==> config.mk <==
export PLATFORM = sky130hd
export DESIGN_NAME = rfe_controller
export DESIGN_NICKNAME = d
export VERILOG_FILES = /design/src/rtl/core/rfe_pkg.sv /design/src/rtl/core/rfe_controller.sv
export SDC_FILE = /design/constraint.sdc
export NUM_CORES = 1
export LEC_CHECK = 0
export BUFFER_PORTS_ARGS = -buffer_cell sky130_fd_sc_hd__buf_4
export CAP_MARGIN = 5
export CORE_MARGIN = 2
export CORE_UTILIZATION = 50
export CTS_BUF_LIST = sky130_fd_sc_hd__clkbuf_4 sky130_fd_sc_hd__clkbuf_8
export DETAILED_ROUTE_END_ITERATION = 16
export GPL_ROUTABILITY_DRIVEN = 1
export PLACE_DENSITY = 0.93
export SYNTH_ARGS = -nofsm -noshare
export SYNTH_HDL_FRONTEND = slang
export SYNTH_SLANG_ARGS = --single-unit
==> constraint.sdc <==
create_clock -name clock -period 2.2 [get_ports clock]
set_clock_uncertainty 0.1 [all_clocks]
set_input_delay 0.33 -clock clock [delete_from_list [all_inputs] [get_ports clock]]
set_output_delay 0.33 -clock clock [all_outputs]
set_load 0.01 [all_outputs]
==> src/rtl/core/rfe_pkg.sv <==
`timescale 1ns / 1ps
// ---------------------------------------------------------------------------
// rfe_pkg
// Shared sizes, codes and word types for the row filter expression engine.
// ---------------------------------------------------------------------------
package rfe_pkg;

   localparam int MAX_INSTRUCTIONS = 16;
   localparam int NUM_CONSTANTS    = 8;
   localparam int NUM_TEMPORARIES  = 8;
   localparam int NUM_COLUMNS      = 8;
   localparam int VALUE_WIDTH      = 64;

   localparam int PROG_AW   = (MAX_INSTRUCTIONS > 1) ? $clog2(MAX_INSTRUCTIONS) : 1;
   localparam int PC_W      = $clog2(MAX_INSTRUCTIONS + 1);
   localparam int CONST_AW  = (NUM_CONSTANTS > 1) ? $clog2(NUM_CONSTANTS) : 1;
   localparam int COLUMN_AW = (NUM_COLUMNS > 1) ? $clog2(NUM_COLUMNS) : 1;
   localparam int TEMP_AW   = (NUM_TEMPORARIES > 1) ? $clog2(NUM_TEMPORARIES) : 1;

   // multiplier operand halves
   localparam int LO_W = VALUE_WIDTH / 2;
   localparam int HI_W = VALUE_WIDTH - LO_W;

   localparam int IDX_W       = 3;
   localparam int COUNT_W     = 5;
   localparam int CSR_INDEX_W = 4;
   localparam int CSR_DATA_W  = 8;

   localparam logic [CSR_INDEX_W-1:0] CSR_INSTRUCTION_COUNT = 4'd0;
   localparam logic [CSR_INDEX_W-1:0] CSR_VERDICT_SLOT      = 4'd1;

   localparam logic [1:0] OP_LOAD_CONST = 2'd0;
   localparam logic [1:0] OP_LOAD_INSTR = 2'd1;
   localparam logic [1:0] OP_COLUMN     = 2'd2;
   localparam logic [1:0] OP_CLEAR      = 2'd3;

   localparam logic [1:0] KIND_CONST   = 2'd0;
   localparam logic [1:0] KIND_COLUMN  = 2'd1;
   localparam logic [1:0] KIND_TEMP    = 2'd2;
   localparam logic [1:0] KIND_INVALID = 2'd3;

   localparam logic [3:0] OPC_AND = 4'd0;
   localparam logic [3:0] OPC_OR  = 4'd1;
   localparam logic [3:0] OPC_NOT = 4'd2;
   localparam logic [3:0] OPC_GT  = 4'd3;
   localparam logic [3:0] OPC_LT  = 4'd4;
   localparam logic [3:0] OPC_GE  = 4'd5;
   localparam logic [3:0] OPC_LE  = 4'd6;
   localparam logic [3:0] OPC_EQ  = 4'd7;
   localparam logic [3:0] OPC_NEQ = 4'd8;
   localparam logic [3:0] OPC_ADD = 4'd9;
   localparam logic [3:0] OPC_SUB = 4'd10;
   localparam logic [3:0] OPC_MUL = 4'd11;

   // partial product formed in each multiply step
   localparam logic [1:0] MUL_STEP_LL   = 2'd0;
   localparam logic [1:0] MUL_STEP_LH   = 2'd1;
   localparam logic [1:0] MUL_STEP_HL   = 2'd2;
   localparam logic [1:0] MUL_STEP_DONE = 2'd3;

   typedef struct packed {
      logic [1:0]        operation;
      logic [3:0]        slot;
      logic signed [63:0] value;
      logic [3:0]        opcode;
      logic [1:0]        left_kind;
      logic [2:0]        left_index;
      logic [1:0]        right_kind;
      logic [2:0]        right_index;
      logic [1:0]        dest_kind;
      logic [2:0]        dest_index;
      logic              last_column;
   } rfe_req_type;

   typedef struct packed {
      logic row_pass;
      logic fault;
   } rfe_rsp_type;

   typedef struct packed {
      logic [3:0]       opcode;
      logic [1:0]       lk;
      logic [IDX_W-1:0] li;
      logic [1:0]       rk;
      logic [IDX_W-1:0] ri;
      logic [1:0]       dk;
      logic [IDX_W-1:0] di;
   } rfe_instr_type;

   localparam int INSTR_W = $bits(rfe_instr_type);

   typedef struct packed {
      logic               accept;
      logic               start;
      logic               load_left;
      logic               load_right;
      logic               execute;
      logic               mul_run;
      logic [1:0]         mul_step;
      logic               post;
      logic [PROG_AW-1:0] prog_addr;
   } rfe_cmd_type;

   typedef struct packed {
      logic row_end;
      logic is_mul;
   } rfe_status_type;

endpackage

==> src/rtl/core/rfe_controller.sv <==
`timescale 1ns / 1ps
// ---------------------------------------------------------------------------
// rfe_controller
// Sequencer: word intake, per-instruction steps, verdict hand-off.
// ---------------------------------------------------------------------------
module rfe_controller (
   input  logic                            clock,
   input  logic                            reset,
   input  logic                            req_valid,
   output logic                            req_ready,
   output logic                            rsp_valid,
   input  logic                            rsp_ready,
   input  logic                            csr_write,
   input  logic [rfe_pkg::CSR_INDEX_W-1:0] csr_index,
   input  logic [rfe_pkg::CSR_DATA_W-1:0]  csr_wdata,
   input  rfe_pkg::rfe_status_type         status,
   output rfe_pkg::rfe_cmd_type            cmd
);
   import rfe_pkg::*;

   localparam logic [3:0] S_IDLE    = 4'd0;
   localparam logic [3:0] S_FETCH   = 4'd1;
   localparam logic [3:0] S_LEFT    = 4'd2;
   localparam logic [3:0] S_RIGHT   = 4'd3;
   localparam logic [3:0] S_EXEC    = 4'd4;
   localparam logic [3:0] S_MUL1    = 4'd5;
   localparam logic [3:0] S_MUL2    = 4'd6;
   localparam logic [3:0] S_MUL3    = 4'd7;
   localparam logic [3:0] S_VERDICT = 4'd8;

   logic [3:0]         state_ff, state_in;
   logic [PC_W-1:0]    pc_ff, pc_in;
   logic [PC_W-1:0]    count_ff;
   logic               rsp_valid_ff, rsp_valid_in;
   logic [COUNT_W-1:0] count_wr;

   always_comb begin
      state_in     = state_ff;
      pc_in        = pc_ff;
      rsp_valid_in = rsp_valid_ff && !rsp_ready;
      cmd          = '0;
      cmd.prog_addr = PROG_AW'(pc_ff);
      case (state_ff)
         S_IDLE: begin
            if (req_valid) begin
               cmd.accept = 1'b1;
               if (status.row_end) begin
                  cmd.start = 1'b1;
                  pc_in     = '0;
                  state_in  = S_FETCH;
               end
            end
         end
         S_FETCH: begin
            state_in = (pc_ff == count_ff) ? S_VERDICT : S_LEFT;
         end
         S_LEFT: begin
            cmd.load_left = 1'b1;
            state_in      = S_RIGHT;
         end
         S_RIGHT: begin
            cmd.load_right = 1'b1;
            state_in       = S_EXEC;
         end
         S_EXEC: begin
            cmd.execute  = 1'b1;
            cmd.mul_step = MUL_STEP_LL;
            if (status.is_mul) begin
               state_in = S_MUL1;
            end else begin
               pc_in    = pc_ff + PC_W'(1);
               state_in = S_FETCH;
            end
         end
         S_MUL1: begin
            cmd.mul_run  = 1'b1;
            cmd.mul_step = MUL_STEP_LH;
            state_in     = S_MUL2;
         end
         S_MUL2: begin
            cmd.mul_run  = 1'b1;
            cmd.mul_step = MUL_STEP_HL;
            state_in     = S_MUL3;
         end
         S_MUL3: begin
            cmd.mul_run  = 1'b1;
            cmd.mul_step = MUL_STEP_DONE;
            pc_in        = pc_ff + PC_W'(1);
            state_in     = S_FETCH;
         end
         S_VERDICT: begin
            if (!rsp_valid_ff || rsp_ready) begin
               cmd.post     = 1'b1;
               rsp_valid_in = 1'b1;
               state_in     = S_IDLE;
            end
         end
         default: state_in = S_IDLE;
      endcase
   end

   assign count_wr = csr_wdata[COUNT_W-1:0];

   always_ff @(posedge clock) begin
      if (reset) begin
         state_ff     <= S_IDLE;
         pc_ff        <= '0;
         count_ff     <= '0;
         rsp_valid_ff <= 1'b0;
      end else begin
         state_ff     <= state_in;
         pc_ff        <= pc_in;
         rsp_valid_ff <= rsp_valid_in;
         if (csr_write && (csr_index == CSR_INSTRUCTION_COUNT)) begin
            count_ff <= (int'(count_wr) > MAX_INSTRUCTIONS) ? PC_W'(MAX_INSTRUCTIONS)
                                                            : PC_W'(count_wr);
         end
      end
   end

   assign req_ready = state_ff == S_IDLE;
   assign rsp_valid = rsp_valid_ff;

endmodule

==> results.md, run 1 <==
- IO Port Bufs: 30
- Switching part of the total: 35.58%
- Site Rows: 15
- Cell with the most instances after synthesis: dfxtp_1
- Worst-path maximum fanout: 12
- Die area: around 2100 µm²
- Initial antenna violation count: 0
- Hold Vio Cnt, Final: 0
- RSZ-0062 raised after global routing: false
- Ys flop type: dfxtp_1
- Endpoints failing setup: 0
- Area post-placement: about 1100 µm²
- Critical Path Start Type: flop
- # Post-CTS Setup Buffers: 0
- Worst relative slew slack: ~71%
- DR pass1 iterations: 4
- Cell type with the largest total area after synthesis: dfxtp_1
- Crit path DAT: about 1.6 ns
- Leakage power: ~0.46 nW
- Post-synthesis simple-gate area fraction: between 30% and 40%
- WS Path Type: reg -> out
- Syn avg cell area: between 8 and 9 µm²
- Final slew viol count: 0
- Die height: around 46 µm
- Asr flop ratio synth: 0%
- Number of diodes: 0
- Synth Cell Area: 890.9 µm²
- # resized after CTS: 0
- Final period util: 92.59%
- Routed WL: between 1500 and 2000 µm
- Initial core utilization: 52.16%
- Antenna Nets Post-Route: 0
- Status: complete, no violations
- Syn Inst Count: between 100 and 150
- Post-synth EDFFs: 0
- Synth top area cells: dfxtp_1, nand2_1, nand3b_1
- Psw: about 0.27 mW
- DRC Markers: 0
- Hold buffers post-CTS: 0
- Die X-Extent: around 46 µm
- Clk sink count: 15
- Synth Area in Adders: approximately 1.4%
- GRT Total Usage: approximately 20%
- Crit. End Element: output pin
- Hold path cells: 3
- Flops & latches, synth: 15
- Combinational share of power: a little over a third
- F_max: a little under 0.5 GHz
- Xor/xnor cell area share of the yosys netlist: 5.899%
- Number of global-route vias before repair: between 700 and 800
- Root Buffer: clkbuf_4
- Syn_nets: approximately 130
- DR WL/cell: 11.60 µm
- Worst-margin pin slew: about 0.44 ns
- Clock-pin slew on the worst setup and hold paths: 0.08 ns
- Seq/Total Area, Yosys: between 30% and 40%
- Minimum clock period after layout: between 2 and 2.5 ns
- Total vias in the final route: around 850
- Mux cell area share after synthesis: about 1.3%
- H-tree Lvls: 1
- MaxCap Viol Count: 0
- CTS tree: built
- Pwr per Cell Area: 683.8 nW/µm²
- Register-to-Register Path Depth: 4
- Setup TNS: 0 ns
- Int Power: slightly below 0.5 mW
- Largest family of logic cells by synthesized area: simple AND/OR/NAND/NOR gates
- GP Congestion: 0.8475
- Area grow syn2layout: 24.86%
- First-pass GRT wire length: 3049 µm
- Commonest cells in the netlist: dfxtp_1, nand2_1, a21oi_1
- Share of the synthesized area in the top cell type: between 30% and 40%
- Yosys warnings: 0
- Worst Path Required: approximately 1.8 ns
- Placeable Area: around 1700 µm²
- Total grt overflow: 0
- Nets: 155
- Clk Latency, worst-skew pair: about 0.28 ns
- Largest net degree at the start of global routing: 19
- Post-DR vias/cell: 5.352
- Design Area, Final: ~1100 µm²
- Reg power frac: approximately 44%
- I/O pins: 34
- Clock network power share: around 20%
- Initial drt markers: 10
- Yosys cell types: 35
- Hold Path Class: in -> reg
- Clk buf depth: 2
- Synth Area in Compound Gates: ~14%
- DP HPWL: about 1400 µm
- Filler Cell Count: 146
- Layout cell share with drive strength beyond 1: a little over a quarter
- CTS Buf Count: 3
- Max VDD drop: 0.4751 mV
## metal layers
| metal | share of wire, % | GRT usage, % |
|---|---|---|
| met4 | 0.65 | 5.714 |
| met3 | 5.7 | 7.059 |
| met1 | 44 | 23.88 |
| met2 | 50 | 32.78 |
| met5 | 0 | 0 |
## path summary, 6_finish.rpt
path | startpoint | to | slack, ns
setup / recovery | state_ff[3] | cmd[4] | 0.16
hold / removal | csr_wdata[4] | count_ff[4] | 0.21
setup reg to reg | state_ff[0] | pc_ff[3] | 0.39
hold reg to reg | count_ff[0] | count_ff[0] | 0.37
## worst max-delay path: stages, from the launching register on
cell	delay [ns]
dfxtp_1	0.55
or4b_1	0.52
nor2b_1	0.13
buf_4	0.12
## flip-flops by register name (all words and copies together), names as in the netlist
signal,count
pc_ff,5
count_ff,5
rsp_valid,1
state_ff,4
## logic make-up after synthesis
| family | after synthesis |
|---|---|
| AOI/OAI and AO/OA | 19 |
| DFF | 15 |
| xor gates and xnor gates | 6 |
| and+or+nand+nor | 57 |
| buffers and inverters | 12 |
| muxes | 1 |
| adders and majority gates | 1 |
## cell usage in the layout, fill, tap and decap left out, types with 2 or more instances in the layout
master	synthesis	final
clkbuf_4	0	3
nand2b_1	5	5
nand2_1	14	14
nor3_1	5	5
xnor2_1	5	5
a21oi_1	8	8
nand3b_1	6	6
nand3_1	2	2
a31oi_1	2	2
nor2_1	5	5
and2_1	5	5
nor2b_1	2	2
a21o_1	2	2
nor4_1	6	6
dfxtp_1	15	15
buf_4	4	31
a211o_1	2	2
## power groups by stage
stage | clock (mW) | combinational (mW) | sequential, mW
floorplan | 0 | 0.205 | 0.306
global placement | 0 | 0.261 | 0.337
detailed placement | 0 | 0.270 | 0.339
CTS | 0.165 | 0.273 | 0.333
global route | 0.175 | 0.301 | 0.339
finish | 0.156 | 0.271 | 0.334
## stage by stage
stage	utilization (%)	power, mW	std cells	setup slack [ns]	hold WS, ns
after floorplan	-	0.5110	111	0.5468	0.3444
after global placement	63.52	0.5981	155	0.4874	0.3559
after detailed placement	63.52	0.6090	155	0.4249	0.3604
after CTS	65.13	0.7709	159	0.1521	0.2021
after global routing	65.13	0.8154	159	0.03797	0.2182
final	65.13	0.7606	159	0.1631	0.2118
## layout make-up
cell class | instances | area (µm²) | share of cell area [%]
multi-input combinational | 84 | 520.5 | 46.79
timing repair buffer | 31 | 232.7 | 20.92
clock inverter | 1 | 5.005 | 0.4499
sequential | 15 | 300.3 | 27.00
clock buffer | 3 | 22.52 | 2.025
tap | 25 | 31.28 | 2.812
Note: power is estimated with default switching activity, not from simulation.
==> run 2, diff against run 1 <==
--- a/config.mk
+++ b/config.mk
@@ -8,11 +8,11 @@
 export BUFFER_PORTS_ARGS = -buffer_cell sky130_fd_sc_hd__buf_4
 export CAP_MARGIN = 5
 export CORE_MARGIN = 2
-export CORE_UTILIZATION = 50
-export CTS_BUF_LIST = sky130_fd_sc_hd__clkbuf_4 sky130_fd_sc_hd__clkbuf_8
+export CORE_UTILIZATION = 47
 export DETAILED_ROUTE_END_ITERATION = 16
 export GPL_ROUTABILITY_DRIVEN = 1
-export PLACE_DENSITY = 0.93
+export PLACE_DENSITY = 0.89
+export SKIP_CTS_REPAIR_TIMING = 1
 export SYNTH_ARGS = -nofsm -noshare
 export SYNTH_HDL_FRONTEND = slang
 export SYNTH_SLANG_ARGS = --single-unit
==> run 2 against run 1 <==
  * Global-route usage fell by 0.13 points
  * Register-to-register slack improved by 0.02 ns
  * Total power fell by 0.46%
  * Final area fell by 0.11%
  * Setup slack got worse by 0.0091 ns
  * Cell count did not move
  * Wire length rose by 8.0%
  * Largest cell class unchanged
==> results.md, run 2 (synthesized netlist as in run 1, its figures left out) <==
- Most common cell after layout, fill and taps aside: buf_4 (unchanged)
- Reg power frac: 44.1% (was 43.9%)
- Setup TNS: 0 ns (unchanged)
- Worst-path maximum fanout: 12 (unchanged)
- GRT Total Usage: 19.66% (was 19.79%)
- Clk Latency, worst-skew pair: 0.27 ns (was 0.28 ns)
- Hold Vio Cnt, Final: 0 (unchanged)
- Total grt overflow: 0 (unchanged)
- Nets: 155 (unchanged)
- GP Congestion: 0.8380 (was 0.8475)
- Final slew viol count: 0 (unchanged)
- Routed WL: 1991 µm (was 1844 µm)
- CTS Buf Count: 3 (unchanged)
- Worst-margin pin slew: 0.4338 ns (was 0.4358 ns)
- IO Port Bufs: 30 (unchanged)
- Largest net degree at the start of global routing: 19 (unchanged)
- Top Registers: count_ff x5, pc_ff x5, state_ff x4 (unchanged)
- Die height: 47.54 µm (was 46.21 µm)
- Number of global-route vias before repair: 736 (was 764)
- Initial antenna violation count: 0 (unchanged)
- CTS tree: built (unchanged)
- R2r startpoint: state_ff[0] (unchanged)
- Status: complete, no violations (unchanged)
- Area grow syn2layout: 24.72% (was 24.86%)
- Switching part of the total: 34.93% (was 35.58%)
- Max VDD drop: 0.4153 mV (was 0.4751 mV)
- Pre-CTS worst setup slack: 0.4448 ns (was 0.4249 ns)
- Crit. End Element: output pin (unchanged)
- CP cell instances: or4b_1, nor2b_1, buf_4 (unchanged)
- Final period util: 93.00% (was 92.59%)
- Crit path DAT: 1.62 ns (was 1.61 ns)
- Clk buf depth: 2 (unchanged)
- CP delay by family, top: simple AND/OR/NAND/NOR gates (unchanged)
- Filler Cell Count: 171 (was 146)
- H-tree Lvls: 1 (unchanged)
- Post-DR vias/cell: 5.440 (was 5.352)
- Combinational share of power: 35.8% (was 35.6%)
- First-pass GRT wire length: 3167 µm (was 3049 µm)
- DR pass1 iterations: 4 (unchanged)
- Initial core utilization: 51.04% (was 52.16%)
- WHS: 0.2309 ns (was 0.2118 ns)
- CP Buf/Inv Count: 1 (unchanged)
- Initial drt markers: 20 (was 10)
- WS Path Type: reg -> out (unchanged)
- Clock network power share: 20.0% (was 20.4%)
- Layout cell share with drive strength beyond 1: 26.12% (was 26.87%)
- Clk sink count: 15 (unchanged)
- Final worst slack: 0.1540 ns (was 0.1631 ns)
- F_max: 0.4888 GHz (was 0.4909 GHz)
- Site Rows: 15 (unchanged)
- MaxCap Viol Count: 0 (unchanged)
- DP HPWL: 1516 µm (was 1406 µm)
- Critical Path Start Type: flop (unchanged)
- DRC Markers: 0 (unchanged)
- Number of diodes: 0 (unchanged)
- Setup crit start: state_ff[3] (unchanged)
- Minimum clock period after layout: 2.046 ns (was 2.037 ns)
- Die area: 2260 µm² (was 2135 µm²)
- Die X-Extent: 47.54 µm (was 46.21 µm)
- Worst Path Required: 1.77 ns (about the same)
- Max incr delay on CP: 0.55 ns (about the same)
- Leakage power: 0.4546 nW (was 0.4573 nW)
- Endpoints failing setup: 0 (unchanged)
- Pwr per Cell Area: 681.4 nW/µm² (was 683.8 nW/µm²)
- Hold Path Class: in -> reg (unchanged)
- Hold Crit Start: csr_wdata[4] (unchanged)
- DR WL/cell: 12.52 µm (was 11.60 µm)
- Total vias in the final route: 865 (was 851)
- Most frequent cells in the layout: buf_4, dfxtp_1, nand2_1 (unchanged)
- I/O pins: 34 (unchanged)
- Placeable Area: 1745 µm² (was 1708 µm²)
- Worst relative slew slack: 71.04% (was 70.90%)
- Clock-pin slew on the worst setup and hold paths: 0.09 ns (was 0.08 ns)
- RSZ-0062 raised after global routing: false (unchanged)
- Psw: 0.2645 mW (was 0.2706 mW)
- CP max-delay cell: dfxtp_1 (unchanged)
- Antenna Nets Post-Route: 0 (unchanged)
- Final Util: 63.66% (was 65.13%)
- Root Buffer: clkbuf_4 (unchanged)
- Int Power: 0.4927 mW (was 0.4900 mW)
==> run 2: cell count changes in the layout (fill, tap and decap cells not counted) <==
cell / before / now
clkbuf_1: 0 / 1
clkinv_2: 1 / 0
==> run 2: layer usage <==
metal / routed length, µm / vias to the layer above / GRT usage, %
met1: 843 / 392 / 24.49
li1: - / 437 / -
met2: 980 / 32 / 33.78
met4: 21 / 0 / 5.946
met3: 147 / 4 / 4.528
met5: 0 / - / 0
==> run 2: final timing paths <==
| kind | to | slack [ns] | cells after the start |
|---|---|---|---|
| setup / recovery | cmd[4] | 0.15 | 3 |
| hold / removal | count_ff[4] | 0.23 | 3 |
| setup reg to reg | pc_ff[3] | 0.41 | 4 |
| hold reg to reg | count_ff[4] | 0.38 | 2 |
==> run 2: cell type report <==
| type | count | area, µm² | area share (%) |
|---|---|---|---|
| Tap cell | 25 | 31.28 | 2.815 |
| Timing Repair Buffer | 31 | 232.7 | 20.95 |
| Multi-Input combinational cell | 84 | 520.5 | 46.85 |
| Sequential cell | 15 | 300.3 | 27.03 |
| Clock buffer | 4 | 26.28 | 2.365 |
==> run 2: power by group through the flow <==
stage | Combinational, mW | Clock [mW] | Sequential, mW
floorplan | 0.205 | 0 | 0.306
global placement | 0.261 | 0 | 0.336
detailed placement | 0.269 | 0 | 0.339
CTS | 0.272 | 0.158 | 0.333
global route | 0.304 | 0.169 | 0.339
finish | 0.271 | 0.152 | 0.334
==> run 2: stage by stage <==
stage	instances	power [mW]	area [µm²]
after floorplan	111	0.5110	890.9
after global placement	155	0.5973	1085
after detailed placement	155	0.6087	1085
after CTS	159	0.7630	1111
after global routing	159	0.8109	1111
final	159	0.7571	1111
==> run 2: worst reg2reg max path, stage by stage, from the launching register on <==
cell,delay [ns]
dfxtp_1,0.60
nand3_1,0.26
a211o_1,0.32
or3_1,0.30
a31oi_1,0.15
